--- src/rtl/core/tpdm_pkg.sv ---
// ----------------------------------------------------------------------------
// tpdm_pkg: shared definitions for the task preemption and deadline monitor
// Widths, operation codes, register indexes, event kinds and reset values.
// ----------------------------------------------------------------------------
package tpdm_pkg;

  localparam int TIME_BITS  = 48;
  localparam int COUNT_BITS = 32;

  localparam int GAP_THR_BITS = 16;
  localparam int LOG_THR_BITS = 24;
  localparam int PERIOD_BITS  = 24;
  localparam int BUDGET_BITS  = 24;
  localparam int TAG_BITS     = 16;
  localparam int VALUE_BITS   = 32;

  localparam int CFG_IDX_BITS  = 3;
  localparam int CFG_DATA_BITS = 24;

  // Output payload: task, value, budget_done, three counters, three times.
  localparam int OUT_FIELD_BITS = TAG_BITS + VALUE_BITS + 1 + 3 * COUNT_BITS
                                  + 3 * TIME_BITS;
  localparam int OUT_DATA_BITS  = ((OUT_FIELD_BITS + 7) / 8) * 8;
  localparam int IN_DATA_BITS   = ((TIME_BITS + 7) / 8) * 8;

  typedef enum logic [1:0] {
    OP_ARM    = 2'd0,
    OP_START  = 2'd1,
    OP_SAMPLE = 2'd2,
    OP_END    = 2'd3
  } op_t;

  typedef enum logic [CFG_IDX_BITS-1:0] {
    REG_GAP_THR = 3'd0,
    REG_LOG_THR = 3'd1,
    REG_PERIOD  = 3'd2,
    REG_BUDGET  = 3'd3,
    REG_TAG     = 3'd4
  } reg_idx_t;

  localparam logic KIND_PREEMPT = 1'b0;
  localparam logic KIND_MISS    = 1'b1;

  localparam logic [GAP_THR_BITS-1:0] GAP_THR_RST = 16'd10;
  localparam logic [LOG_THR_BITS-1:0] LOG_THR_RST = 24'd10000;
  localparam logic [PERIOD_BITS-1:0]  PERIOD_RST  = 24'd5000;
  localparam logic [BUDGET_BITS-1:0]  BUDGET_RST  = 24'd1000;
  localparam logic [TAG_BITS-1:0]     TAG_RST     = 16'd0;

endpackage

--- src/rtl/core/task_preemption_deadline_monitor_core.sv ---
// ----------------------------------------------------------------------------
// task_preemption_deadline_monitor_core: preemption and deadline monitor
// Follows one periodic task through timestamped requests and reports gaps,
// deadline misses and running statistics, one result per request.
// ----------------------------------------------------------------------------
// Pipeline: an accepted request moves from one input register to one result
//   register, and waits in the input register while the result is stalled.
// Throughput: one request per cycle while the result channel is not stalled; the
//   single pass over the state registers (48-bit subtracts feeding compares and the gap accumulator) sets it.
// Reset: rst_n low at a clock edge clears the valid bits of both pipeline stages,
//   all statistics and time state, and loads the register defaults.
module task_preemption_deadline_monitor_core (
  input  logic                                 clk,
  input  logic                                 rst_n,
  // request channel
  input  logic                                 in_tvalid,
  output logic                                 in_tready,
  input  logic [tpdm_pkg::IN_DATA_BITS-1:0]    in_tdata,  // [47:0] timestamp
  input  logic [1:0]                           in_tuser,  // [1:0] operation
  // result channel
  output logic                                 out_tvalid,
  input  logic                                 out_tready,
  // [15:0] event_task, [47:16] event_value, [48] budget_done,
  // [80:49] gap_count, [128:81] gap_total, [176:129] gap_max,
  // [208:177] activation_count, [240:209] miss_count, [288:241] late_max,
  // [295:289] zero
  output logic [tpdm_pkg::OUT_DATA_BITS-1:0]   out_tdata,
  output logic [1:0]                           out_tuser, // [0] event_valid, [1] event_kind
  // configuration write channel
  input  logic                                 cfg_valid,
  output logic                                 cfg_ready,
  input  logic [tpdm_pkg::CFG_IDX_BITS-1:0]    cfg_index,
  input  logic [tpdm_pkg::CFG_DATA_BITS-1:0]   cfg_data
);

  localparam int TB = tpdm_pkg::TIME_BITS;
  localparam int CB = tpdm_pkg::COUNT_BITS;

  // Configuration registers
  logic [tpdm_pkg::GAP_THR_BITS-1:0] gap_thr_r;
  logic [tpdm_pkg::LOG_THR_BITS-1:0] log_thr_r;
  logic [tpdm_pkg::PERIOD_BITS-1:0]  period_r;
  logic [tpdm_pkg::BUDGET_BITS-1:0]  budget_r;
  logic [tpdm_pkg::TAG_BITS-1:0]     tag_r;

  // Input stage
  logic               s1_valid_r, s1_valid_nxt;
  tpdm_pkg::op_t      s1_op_r;
  logic [TB-1:0]      s1_ts_r;

  // Monitor state
  logic [TB-1:0] last_sample_r, last_sample_nxt;
  logic [TB-1:0] budget_end_r,  budget_end_nxt;
  logic [TB-1:0] deadline_r,    deadline_nxt;
  logic [CB-1:0] preempt_cnt_r, preempt_cnt_nxt;
  logic [TB-1:0] preempt_tot_r, preempt_tot_nxt;
  logic [TB-1:0] preempt_max_r, preempt_max_nxt;
  logic [CB-1:0] act_cnt_r,     act_cnt_nxt;
  logic [CB-1:0] miss_cnt_r,    miss_cnt_nxt;
  logic [TB-1:0] late_max_r,    late_max_nxt;

  // Result register
  logic                                out_valid_r, out_valid_nxt;
  logic [tpdm_pkg::OUT_DATA_BITS-1:0]  out_data_r, out_data_nxt;
  logic [1:0]                          out_user_r, out_user_nxt;

  // Datapath terms
  logic                                 proc_go;
  logic [TB-1:0]                        gap, late;
  logic                                 win_open, gap_hit;
  logic                                 ev;
  logic                                 ev_kind;
  logic [tpdm_pkg::VALUE_BITS-1:0]      ev_value;
  logic                                 budget_done;

  // Advance the input stage whenever the result register is free or draining
  assign proc_go   = s1_valid_r && (!out_valid_r || out_tready);
  assign in_tready = !s1_valid_r || proc_go;
  assign cfg_ready = 1'b1;

  assign out_tvalid = out_valid_r;
  assign out_tdata  = out_data_r;
  assign out_tuser  = out_user_r;

  // Gap since the last sample and lateness against the deadline
  assign gap      = s1_ts_r - last_sample_r;
  assign late     = s1_ts_r - deadline_r;
  assign win_open = last_sample_r < budget_end_r;
  assign gap_hit  = win_open && (s1_ts_r > last_sample_r) && (gap > TB'(gap_thr_r));

  always_comb begin
    last_sample_nxt = last_sample_r;
    budget_end_nxt  = budget_end_r;
    deadline_nxt    = deadline_r;
    preempt_cnt_nxt = preempt_cnt_r;
    preempt_tot_nxt = preempt_tot_r;
    preempt_max_nxt = preempt_max_r;
    act_cnt_nxt     = act_cnt_r;
    miss_cnt_nxt    = miss_cnt_r;
    late_max_nxt    = late_max_r;
    ev              = 1'b0;
    ev_kind         = tpdm_pkg::KIND_PREEMPT;
    ev_value        = '0;
    unique case (s1_op_r)
      tpdm_pkg::OP_ARM: begin
        deadline_nxt = s1_ts_r + TB'(period_r);
      end
      tpdm_pkg::OP_START: begin
        last_sample_nxt = s1_ts_r;
        budget_end_nxt  = s1_ts_r + TB'(budget_r);
      end
      tpdm_pkg::OP_SAMPLE: begin
        // A closed window leaves everything as it is
        if (win_open) begin
          last_sample_nxt = s1_ts_r;
        end
        if (gap_hit) begin
          preempt_cnt_nxt = preempt_cnt_r + CB'(1);
          preempt_tot_nxt = preempt_tot_r + gap;
          if (gap > preempt_max_r) begin
            preempt_max_nxt = gap;
          end
          if (gap > TB'(log_thr_r)) begin
            ev       = 1'b1;
            ev_kind  = tpdm_pkg::KIND_PREEMPT;
            ev_value = gap[tpdm_pkg::VALUE_BITS-1:0];
          end
        end
      end
      tpdm_pkg::OP_END: begin
        act_cnt_nxt  = act_cnt_r + CB'(1);
        deadline_nxt = deadline_r + TB'(period_r);
        if (s1_ts_r > deadline_r) begin
          miss_cnt_nxt = miss_cnt_r + CB'(1);
          if (late > late_max_r) begin
            late_max_nxt = late;
          end
          ev       = 1'b1;
          ev_kind  = tpdm_pkg::KIND_MISS;
          ev_value = late[tpdm_pkg::VALUE_BITS-1:0];
        end
      end
      default: begin
      end
    endcase
  end

  assign budget_done = last_sample_nxt >= budget_end_nxt;

  // Pack the result; event fields read zero when no event is raised
  always_comb begin
    out_data_nxt = '0;
    out_data_nxt[tpdm_pkg::OUT_FIELD_BITS-1:0] = {
      late_max_nxt, miss_cnt_nxt, act_cnt_nxt, preempt_max_nxt, preempt_tot_nxt,
      preempt_cnt_nxt, budget_done, ev_value, (ev ? tag_r : tpdm_pkg::TAG_BITS'(0))
    };
    out_user_nxt = {ev && ev_kind, ev};
  end

  always_comb begin
    if (in_tvalid && in_tready) begin
      s1_valid_nxt = 1'b1;
    end else if (proc_go) begin
      s1_valid_nxt = 1'b0;
    end else begin
      s1_valid_nxt = s1_valid_r;
    end
    if (proc_go) begin
      out_valid_nxt = 1'b1;
    end else if (out_tready) begin
      out_valid_nxt = 1'b0;
    end else begin
      out_valid_nxt = out_valid_r;
    end
  end

  // Control and monitor state
  always_ff @(posedge clk) begin
    if (!rst_n) begin
      s1_valid_r    <= 1'b0;
      out_valid_r   <= 1'b0;
      last_sample_r <= '0;
      budget_end_r  <= '0;
      deadline_r    <= '0;
      preempt_cnt_r <= '0;
      preempt_tot_r <= '0;
      preempt_max_r <= '0;
      act_cnt_r     <= '0;
      miss_cnt_r    <= '0;
      late_max_r    <= '0;
    end else begin
      s1_valid_r  <= s1_valid_nxt;
      out_valid_r <= out_valid_nxt;
      if (proc_go) begin
        last_sample_r <= last_sample_nxt;
        budget_end_r  <= budget_end_nxt;
        deadline_r    <= deadline_nxt;
        preempt_cnt_r <= preempt_cnt_nxt;
        preempt_tot_r <= preempt_tot_nxt;
        preempt_max_r <= preempt_max_nxt;
        act_cnt_r     <= act_cnt_nxt;
        miss_cnt_r    <= miss_cnt_nxt;
        late_max_r    <= late_max_nxt;
      end
    end
  end

  // Configuration registers: drop writes to unknown indexes
  always_ff @(posedge clk) begin
    if (!rst_n) begin
      gap_thr_r <= tpdm_pkg::GAP_THR_RST;
      log_thr_r <= tpdm_pkg::LOG_THR_RST;
      period_r  <= tpdm_pkg::PERIOD_RST;
      budget_r  <= tpdm_pkg::BUDGET_RST;
      tag_r     <= tpdm_pkg::TAG_RST;
    end else if (cfg_valid && cfg_ready) begin
      unique case (cfg_index)
        tpdm_pkg::REG_GAP_THR: gap_thr_r <= cfg_data[tpdm_pkg::GAP_THR_BITS-1:0];
        tpdm_pkg::REG_LOG_THR: log_thr_r <= cfg_data[tpdm_pkg::LOG_THR_BITS-1:0];
        tpdm_pkg::REG_PERIOD:  period_r  <= cfg_data[tpdm_pkg::PERIOD_BITS-1:0];
        tpdm_pkg::REG_BUDGET:  budget_r  <= cfg_data[tpdm_pkg::BUDGET_BITS-1:0];
        tpdm_pkg::REG_TAG:     tag_r     <= cfg_data[tpdm_pkg::TAG_BITS-1:0];
        default: begin
        end
      endcase
    end
  end

  // Payload registers: hold while not advancing
  always_ff @(posedge clk) begin
    if (in_tvalid && in_tready) begin
      s1_op_r <= tpdm_pkg::op_t'(in_tuser);
      s1_ts_r <= in_tdata[TB-1:0];
    end
    if (proc_go) begin
      out_data_r <= out_data_nxt;
      out_user_r <= out_user_nxt;
    end
  end

endmodule

--- config.mk ---
export PLATFORM = sky130hd
export DESIGN_NAME = task_preemption_deadline_monitor_core
export DESIGN_NICKNAME = d
export VERILOG_FILES = /design/src/rtl/core/tpdm_pkg.sv /design/src/rtl/core/task_preemption_deadline_monitor_core.sv
export SDC_FILE = /design/constraint.sdc
export NUM_CORES = 2
export LEC_CHECK = 0
export ABC_CLOCK_PERIOD_IN_PS = 30300
export BUFFER_PORTS_ARGS = -buffer_cell sky130_fd_sc_hd__buf_2
export CAP_MARGIN = 20
export CORE_MARGIN = 5
export CORE_UTILIZATION = 60
export CTS_BUF_LIST = sky130_fd_sc_hd__clkbuf_8 sky130_fd_sc_hd__clkbuf_16
export DETAILED_ROUTE_END_ITERATION = 10
export PLACE_DENSITY = 0.88
export SKIP_CTS_REPAIR_TIMING = 1
export SYNTH_ARGS = -nofsm -noshare
export SYNTH_HDL_FRONTEND = slang
export SYNTH_SLANG_ARGS = --single-unit
--- constraint.sdc ---
create_clock -name clk -period 30.3 [get_ports clk]
set_clock_uncertainty 0.2 [all_clocks]
set_input_delay 3.03 -clock clk [delete_from_list [all_inputs] [get_ports clk]]
set_output_delay 3.03 -clock clk [all_outputs]
set_load 0.05 [all_outputs]
==> key figures <==
Global route
  • Total global-route track usage: 33.2%
  • Largest net degree at the start of global routing: 174
  • Initial antenna violation count: 9
  • GRT Residual Overflow: 0
  • Global-route wire length before repair: 243 mm
  • Vias in the first global route: 43500

Worst setup path
  • R2R cell count: 30
  • CP Depth: 30
  • Crit path top cell by count: a21oi_1
  • Critical path class: reg2reg
  • WP data arrival: 8.28 ns
  • R2R Setup Slk: 22.36 ns
  • CP Max Fanout: 27
  • Worst path slowest cell: a2111o_1
  • Nature of the critical path endpoint: register
  • CP delay by family, top: compound AO/OA/AOI/OAI gates
  • WP data required: 30.64 ns
  • Max stage delay on crit path: 0.50 ns
  • Worst path bufs/invs: 4
  • Crit path launch type: register

Synthesis
  • Largest cells by area after synthesis: edfxtp_1 (20%), dfxtp_1 (19%), ha_1 (10%)
  • Share of the synthesized area in the top cell type: 19.9%
  • Most common cell in the netlist: nand2_1
  • Register area share after synthesis: 39.0%
  • Top cells by instance count after synthesis: nand2_1 (840), a21oi_1 (551), dfxtp_1 (490)
  • Asr flop ratio synth: 0%
  • Yosys cell types: 93
  • Yosys warning count: 0
  • Synth Instances: 5786
  • Ys flop type: dfxtp_1
  • Yosys reg bits: 831
  • Leading area contributor after synthesis: edfxtp_1
  • Post-Synthesis Cell Area: 51400 µm²
  • Avg Cell Area, Syn: 8.88 µm²
  • Post-synth EDFFs: 341

Floorplan
  • Starting Density: 60.4%
  • DIE HEIGHT: 303 µm
  • Core area: 85100 µm²
  • Die area: 91600 µm²
  • Cell Rows: 107
  • # IOs: 383
  • Die width: 303 µm

STA
  • Final setup fails: 0
  • RSZ-0062 raised after global routing: false
  • Max-slew headroom: 20.2%
  • Final Hold Vio Count: 0
  • Setup TNS: 0 ns
  • Max Clock Freq: 126 MHz
  • Slew @ Worst Pin: 1.20 ns
  • Crit path time final: 7.94 ns
  • Tcrit/Tclk final: 26.2%
  • Slew Viols, Final: 0

Pwr
  • Switching fraction of total power: 33.3%
  • Net Switching: 1070 µW
  • Pwr Density: 56.1 nW/µm²
  • Register share of total power: 39.1%
  • Peak VDD IR: 0.0430 mV
  • Leak: 0.0230 µW
  • P_int: 2140 µW
  • Clock Power Share: 35.0%
  • Logic gate share of total power: 25.9%

Detailed routing
  • Initial DRC count: 5566
  • Vias: 46300
  • Antenna-violating nets left: 0
  • Drt first pass iters: 8
  • WL/cell: 21.9 µm
  • Final WL: 159 mm
  • Drt drc: 0
  • Vias per cell: 6.37

Clock tree
  • Number of clock sinks: 831
  • CTS Buf Count: 91
  • Clock tree from TritonCTS: yes
  • CTS Buffer Depth: 3
  • CTS Root Cell: clkbuf_16
  • H-tree depth: 3
  • Clock latency at the later pin of the worst-skew pair: 0.67 ns
  • CTS clock-pin slew for the worst setup and hold paths: 0.06 ns

Worst hold path
  • Cells on Worst Hold Path: 2
  • Hold/Removal Path Class: reg2reg

Layout
  • Final nets: 6558
  • FILL cells: 6477
  • Area of the multi-input gates: 29000 µm²
  • Post-layout util: 67.2%
  • Seq. cell area: 20000 µm²
  • Area grow syn2layout: 11.4%
  • Share of layout cells above drive strength 1: 12.6%

Place
  • DP HPWL: 116 mm
  • Placer Congestion: 0.999
  • PortBufs: 374

Run
  • Max-Cap Viols: 0

Run status
  • Status: finished, final reports clean
==> flip-flops by register name (all words and copies together) (netlist names), 16 cells and up <==
register and cells:
preempt_cnt_r 32, period_r 24, gap_thr_r 16, miss_cnt_r 32
s1_ts_r 48, act_cnt_r 32, preempt_tot_r 48, last_sample_r 48
tag_r 16, out_tdata 289, budget_end_r 48, late_max_r 48
deadline_r 48, log_thr_r 24, budget_r 24, preempt_max_r 48
==> stage by stage <==
stage / std cells / power (µW) / setup slack (ns) / hold slack (ns) / area [µm²]
2_1_floorplan: 5792 / 1840 / 17.21 / 0.232 / 51400
3_3_place_gp: 7093 / 2050 / 22.74 / 0.238 / 54200
3_5_place_dp: 7093 / 2070 / 22.56 / 0.243 / 54200
4_1_cts: 7263 / 3190 / 22.38 / 0.251 / 57200
5_1_grt: 7271 / 3330 / 21.92 / 0.275 / 57200
6_report: 7272 / 3210 / 22.36 / 0.251 / 57200
==> metal layers <==
metal	vias up	wire [µm]	track usage [%]
li1	21300	-	-
met4	6	8010	14.9
met5	-	43	0
met2	2563	70100	51.5
met3	471	17700	6.51
met1	22000	63200	45.2
==> worst paths after layout <==
kind              startpoint        endpoint
setup / recovery  s1_ts_r[0]  late_max_r[10]
hold / removal     tag_r[11]       tag_r[11]
setup reg to reg  s1_ts_r[0]  late_max_r[10]
hold reg to reg    tag_r[11]       tag_r[11]
==> kinds of logic (layout without fill, tap and decap cells) <==
family / count (synthesis) / after routing / synth area share [%]
AOI/OAI and AO/OA: 1504 / 1504 / 18.6
xor gates and xnor gates: 299 / 299 / 5.09
adders and majority gates: 432 / 432 / 10.6
buffers and inverters: 621 / 951 / 4.73
DFF: 831 / 831 / 39.0
muxes: 267 / 267 / 5.60
other: 2 / 14 / 0.0146
and+or+nand+nor: 1830 / 1830 / 16.3
==> placed cells by master (no fill, tap or decap), drive strengths merged, types with 44 or more instances in the layout <==
cell type	instances
nand2	840
a21oi	553
dfxtp	490
buf	437
ha	426
inv	375
edfxtp	341
nor2	327
o21ai	240
a21o	178
xor2	152
mux2	148
xnor2	147
nand3	145
mux2i	119
o21a	108
nand4	107
clkbuf	99
nor3	84
a22o	78
or3	68
nor2b	45
and3	45
o211ai	44
==> worst reg2reg max path: cells and delay by family (launching register included) <==
kind                     cells  cell delay, ns
AND/OR/NAND/NOR              7            1.71
AO/OA/AOI/OAI               14            3.12
buffers and inverters        4            0.75
adder cells (fa/ha/maj)      3            0.91
flip-flops                   1            0.41
multiplexers                 1            0.38
XOR/XNOR                     1            0.34
==> final cells by class <==
class                           count  share of cell area (%)
Antenna cell                        6                  0.0262
Clock buffer                       98                    4.17
Clock inverter                     72                    1.11
Inverter                          343                    2.28
Multi-Input combinational cell   4340                    50.7
Sequential cell                   831                    35.0
Tap cell                         1144                    2.50
Timing Repair Buffer              438                    4.18
==> power groups by stage <==
stage	Clock, µW	Sequential, µW	Combinational, µW
2_1_floorplan	0	1350	490
3_3_place_gp	0	1270	776
3_5_place_dp	0	1280	798
4_1_cts	1130	1250	808
5_1_grt	1180	1260	891
6_report	1120	1260	832
(Power assumes the default switching activity.)
